File: src/ucord_pkg.sv
// ----------------------------------------------------------------------------
// ucord_pkg: shared types, codes and constant functions for the CORDIC engine
// Holds the command codes, the per-cell control bundle, the default sizes and
// the functions that build the angle constants while the design elaborates.
// ----------------------------------------------------------------------------
`timescale 1ns / 1ps
`default_nettype none

package ucord_pkg;

  // Default sizes of the datapath.
  localparam int UCORD_ITERATIONS    = 26;
  localparam int UCORD_WORD_WIDTH    = 32;
  localparam int UCORD_FRACTION_BITS = 26;

  // Stream port widths.
  localparam int IN_TDATA_W  = 128;
  localparam int IN_TUSER_W  = 3;
  localparam int OUT_TDATA_W = 96;

  // Command codes as they arrive on the input stream.
  localparam logic [1:0] CMD_LINEAR     = 2'd0;
  localparam logic [1:0] CMD_CIRCULAR   = 2'd1;
  localparam logic [1:0] CMD_HYPERBOLIC = 2'd2;

  typedef enum logic [1:0] {
    COORD_LINEAR,
    COORD_CIRCULAR,
    COORD_HYPERBOLIC
  } coord_t;

  // Control bundle that travels with each vector from cell to cell.
  typedef struct packed {
    logic   valid;
    coord_t coord;
    logic   vec;
  } ctl_t;

  // Shift-subtract division, used only while building constants.
  function automatic logic [63:0] udiv64(input logic [63:0] num, input logic [63:0] den);
    logic [64:0] rem;
    logic [63:0] quo;
    rem = '0;
    quo = '0;
    for (int i = 63; i >= 0; i--) begin
      rem = {rem[63:0], num[i]};
      if (rem >= {1'b0, den}) begin
        rem    = rem - {1'b0, den};
        quo[i] = 1'b1;
      end
    end
    return quo;
  endfunction

  // Sum of (+/-) p_k/(2k+1) with 64 fraction bits; p shrinks by div, or by
  // 4^-sh when div is zero.
  function automatic logic [63:0] series(input logic [63:0] p, input logic [63:0] div,
                                         input int sh, input bit alt);
    logic [63:0] sum;
    logic [63:0] pw;
    logic [63:0] term;
    sum = '0;
    pw  = p;
    for (int k = 0; k < 64; k++) begin
      if (pw != 64'd0) begin
        term = udiv64(pw, 64'(2 * k + 1));
        if (alt && k[0]) sum = sum - term;
        else             sum = sum + term;
        if (div != 64'd0)  pw = udiv64(pw, div);
        else if (2 * sh < 64) pw = pw >> (2 * sh);
        else               pw = '0;
      end
    end
    return sum;
  endfunction

  // Round half up from 64 fraction bits to frac fraction bits.
  function automatic logic [63:0] to_fix(input logic [63:0] v, input int frac);
    logic [63:0] t;
    t = v >> (63 - frac);
    t = (t + 64'd1) >> 1;
    return t;
  endfunction

  function automatic logic [63:0] circ_fix(input int s, input int frac);
    logic [63:0] a5;
    logic [63:0] a239;
    if (s == 0) begin
      // Machin's formula gives pi/4 for the first step.
      a5   = series(udiv64({64{1'b1}}, 64'd5), 64'd25, 0, 1'b1);
      a239 = series(udiv64({64{1'b1}}, 64'd239), 64'd57121, 0, 1'b1);
      return to_fix((a5 << 2) - a239, frac);
    end
    return to_fix(series(64'd1 << (64 - s), 64'd0, s, 1'b1), frac);
  endfunction

  function automatic logic [63:0] hyp_fix(input int s, input int frac);
    if (s == 0) return 64'd0;
    return to_fix(series(64'd1 << (64 - s), 64'd0, s, 1'b0), frac);
  endfunction

  function automatic logic [63:0] lin_fix(input int s, input int frac);
    if (s <= frac) return 64'd1 << (frac - s);
    if (s == frac + 1) return 64'd1;
    return 64'd0;
  endfunction

  // Shift applied by a cell in hyperbolic mode; shifts 4, 7, 10 and so on
  // occupy two cells each.
  function automatic int hyp_shift(input int k);
    int pos;
    int res;
    pos = 0;
    res = 1;
    for (int i = 0; i < 64; i++) begin
      if (k >= pos) res = i + 1;
      pos = pos + ((i >= 3 && (i % 3) == 0) ? 2 : 1);
    end
    return res;
  endfunction

endpackage

`default_nettype wire

File: src/ucord_skid.sv
// ----------------------------------------------------------------------------
// ucord_skid: two-entry output buffer of the CORDIC engine
// Holds finished results for the output stream and gives the cell chain a
// registered advance signal.
// ----------------------------------------------------------------------------
`timescale 1ns / 1ps
`default_nettype none

module ucord_skid #(
  parameter int DATA_W = ucord_pkg::OUT_TDATA_W
) (
  input  logic              clk,
  input  logic              rst_n,
  input  logic              in_valid,
  input  logic [DATA_W-1:0] in_data,
  output logic              in_ready,
  output logic              out_valid,
  output logic [DATA_W-1:0] out_data,
  input  logic              out_ready
);
  logic              out_valid_r, out_valid_nxt;
  logic              skid_valid_r, skid_valid_nxt;
  logic [DATA_W-1:0] out_data_r, out_data_nxt;
  logic [DATA_W-1:0] skid_data_r, skid_data_nxt;
  logic              push;

  assign in_ready = !skid_valid_r;
  assign push     = in_valid && !skid_valid_r;

  always_comb begin
    out_valid_nxt  = out_valid_r;
    out_data_nxt   = out_data_r;
    skid_valid_nxt = skid_valid_r;
    skid_data_nxt  = skid_data_r;
    if (out_ready || !out_valid_r) begin
      // The output register frees up: the older held result goes first.
      if (skid_valid_r) begin
        out_valid_nxt  = 1'b1;
        out_data_nxt   = skid_data_r;
        skid_valid_nxt = 1'b0;
      end else begin
        out_valid_nxt = push;
        out_data_nxt  = in_data;
      end
    end else if (push) begin
      skid_valid_nxt = 1'b1;
      skid_data_nxt  = in_data;
    end
  end

  always_ff @(posedge clk) begin
    if (!rst_n) begin
      out_valid_r  <= 1'b0;
      skid_valid_r <= 1'b0;
    end else begin
      out_valid_r  <= out_valid_nxt;
      skid_valid_r <= skid_valid_nxt;
    end
  end

  always_ff @(posedge clk) begin
    out_data_r  <= out_data_nxt;
    skid_data_r <= skid_data_nxt;
  end

  assign out_valid = out_valid_r;
  assign out_data  = out_data_r;

endmodule

`default_nettype wire

File: config.mk
export PLATFORM = sky130hd
export DESIGN_NAME = ucord_skid
export DESIGN_NICKNAME = d
export VERILOG_FILES = /design/src/ucord_pkg.sv /design/src/ucord_skid.sv
export SDC_FILE = /design/constraint.sdc
export NUM_CORES = 1
export LEC_CHECK = 0
export BUFFER_PORTS_ARGS = -buffer_cell sky130_fd_sc_hd__buf_2
export CORE_AREA = 2 2 92 182
export CTS_BUF_LIST = sky130_fd_sc_hd__clkbuf_4 sky130_fd_sc_hd__clkbuf_8
export CTS_CLUSTER_SIZE = 16
export DETAILED_ROUTE_END_ITERATION = 8
export DIE_AREA = 0 0 94 184
export MAX_ROUTING_LAYER = met4
export PLACE_DENSITY = 0.72
export SKIP_CTS_REPAIR_TIMING = 1
export SLEW_MARGIN = 10
export SYNTH_ARGS = -nofsm -noshare
export SYNTH_HDL_FRONTEND = slang
export SYNTH_SLANG_ARGS = --single-unit
File: constraint.sdc
create_clock -name clk -period 31.8 [get_ports clk]
set_clock_uncertainty 0.05 [all_clocks]
set_input_delay 4.77 -clock clk [delete_from_list [all_inputs] [get_ports clk]]
set_output_delay 4.77 -clock clk [all_outputs]
set_load 0.1 [all_outputs]
==> summary.txt <==
Outcome
  • Outcome: complete, no violations

Route
  • Post-route ant nets: 0
  • First-pass iteration count of the detailed router: 4
  • Via density: approximately 5
  • Routed len/inst: 18.9 um
  • Post-Route WL: approximately 14000 um
  • DR iter-0 viols: ~180
  • Via count: between 3k and 4k
  • Drc violations: 0

Timing
  • Setup TNS: 0 ps
  • Part of the cycle the worst path needs: 21.3%
  • Normalized max-slew margin: between 40 and 50%
  • Hold WS: a little under 500 ps
  • Max Fclk: ~150 MHz
  • Fin. Hold Viols: 0
  • Worst setup margin: around 25000 ps
  • Clock period minus worst slack: between 6000 and 7000 ps
  • Slew Limit Fails: 0
  • RSZ-0062 raised after global routing: no
  • Slew @ Worst Pin: around 830 ps
  • # setup viols final: 0

Global route
  • Initial antenna violation count: 3
  • Overflow after GRT: 0
  • Largest net degree at the start of global routing: 63
  • Vias in the first global route: between 3k and 4k
  • First-pass GRT wire length: roughly 20000 um
  • Total track usage: between 10% and 20%

Power
  • Leakage: roughly 3.3 nW
  • Pwr/cell area: just under 70 nW/um^2
  • Total power: 0.594 mW
  • Worst VDD drop: 0.0000386 V

Yosys
  • Syn Nets: between 400 and 500
  • YS warnings: 0
  • Simple-gate area share of the yosys netlist: less than 1%
  • Post-Synth Adder-Cell Area: 0%
  • Post-Syn Area: ~7000 um^2
  • Largest family of logic cells by synthesized area: multiplexers
  • Post-Syn Instances: 307
  • Synth Register Bits: 194
  • Post-synthesis sequential area ratio: 82.6%
  • Post-synthesis mux area share: between 15 and 20%
  • Synth Area in Compound Gates: less than 1%
  • Syn_area_per_cell: between 20 and 25 um^2
  • Top cell type's share of synthesized area: approximately four fifths
  • Leading area contributor after synthesis: edfxtp_1
  • Largest cells by area after synthesis: edfxtp_1 (82%), mux2_2 (14%), mux2_4 (1.5%)
  • Cell variety after synth: 12
  • XOR/XNOR share of the synthesized area: 0%

Clocking
  • TritonCTS clock tree: done
  • Clock sinks: between 150 and 200
  • H-tree levels: 4
  • Clock Pin Slew Worst Setup and Hold Paths: ~90 ps
  • Root Driver: clkbuf_8
  • CTS buffer count: 17
  • Clock latency on the worst-skew pair: roughly 460 ps
  • Worst-case clock buffer depth: 2

Critical path
  • Data required, critical path: approximately 32000 ps
  • R2R Setup Slk: 29120 ps
  • CP endpoint kind: flop
  • Worst-case reg-to-reg path depth: 4
  • Setup crit start: out_ready
  • Reg-to-reg startpoint: out_valid
  • Kind of critical path: in2reg
  • Crit start category: primary input
  • CP Data Arrival Time: between 6000 and 7000 ps
  • Crit Path Max Fanout: 62
  • Worst R2R End: skid_data_r[67]

Layout
  • Design area: between 8000 and 9000 um^2
  • Finished Layout Cells: about 730
  • Fillers: around 1.3k
  • Commonest non-fill, non-tap cell in the layout: buf_2
  • Commonest non-fill, non-tap cells in the layout: buf_2 (197), edfxtp_1 (192), mux2_2 (89), clkbuf_8 (17)
  • Finished Core Util: a little under three fifths
  • Final #Nets: 616
  • Register area: ~5800 um^2
  • Layout cells sized above 1: approximately 63%
  • Synthesis-to-finish area growth: 24.3%
  • Multi-input logic area: 1150 um^2

Placement
  • DP HPWL: roughly 9300 um
  • Placement Cell Area: 8230 um^2
  • I/O Buffers: 197
  • Placer congestion estimate: just under 0.8
  • Pre-CTS setup slack: between 20000 and 25000 ps
  • Placed Instances: 698

Floorplanning
  • Die width: between 90 and 100 um
  • Die Area: 17300 um^2
  • Starting Density: roughly 44%
  • Die Y: 184 um
  • Standard-cell rows: 65
  • Io pins: 198
  • Core Area: approximately 16000 um^2

Hold path
  • Hold path endpoint: out_data[91]
  • Hold wc startpoint: skid_data_r[91]
  • Hold depth: 1
  • Min-Delay Path Class: reg2reg

Job
  • Max-cap violations: 0
==> kinds of logic (layout without fill, tap and decap cells) <==
kind of cell | count (synthesis) | after routing
AOI/OAI and AO/OA | 1 | 1
buffers and inverters | 12 | 234
DFF | 194 | 194
muxes | 96 | 96
other | 0 | 3
and+or+nand+nor | 4 | 4
==> Yosys cell counts (all sizes together) <==
library cell and count:
nand2b 1, dfxtp 2, mux2 96, a21boi 1, edfxtp 192, nor3b 2
buf 11, inv 1, nor2 1
==> cell type report <==
cell class                 count  share of cell area (%)
clock inverter                11                    2.71
antenna                        3                  0.0859
sequential                   194                    66.5
inverter                       1                  0.0429
tap                          201                    2.88
clock buffer                  21                    3.02
timing repair buffer         201                    11.6
multi-input combinational    101                    13.2
==> worst max-delay path, stage by stage <==
cell      delay [ps]
buf_2            100
nand2b_4         420
nor3b_2          290
buf_4            440
buf_4            720
==> power breakdown <==
group	internal, mW	switching [mW]	total, mW
clock	0.113	0.0807	0.193
combinational	0.0171	0.0842	0.101
sequential	0.295	0.00416	0.299
==> sequential cells by signal, indices dropped and copies added, names as in the netlist <==
register / flops
skid_data_r: 96
out_valid: 1
out_data: 96
skid_valid_r: 1
==> metal layers <==
metal  up-vias  wire length, um  GRT usage, %
li1       1644                -             -
met1      1746             4860          16.8
met2       138             7480          27.4
met3        41              763          4.43
met4         0              735          11.5
met5         -                0             -
==> worst max-delay path by stage <==
| stage | slack, ps | to | cells after the start |
|---|---|---|---|
| after detailed placement | 24500 | skid_data_r[65] | 5 |
| after floorplan | 16750 | skid_data_r[0] | 2 |
| final | 25030 | skid_data_r[67] | 5 |
| after CTS | 24990 | skid_data_r[58] | 5 |
| after global routing | 24860 | skid_data_r[72] | 5 |
| after global placement | 24550 | skid_data_r[29] | 5 |
Power figures use the tool's default switching activity.
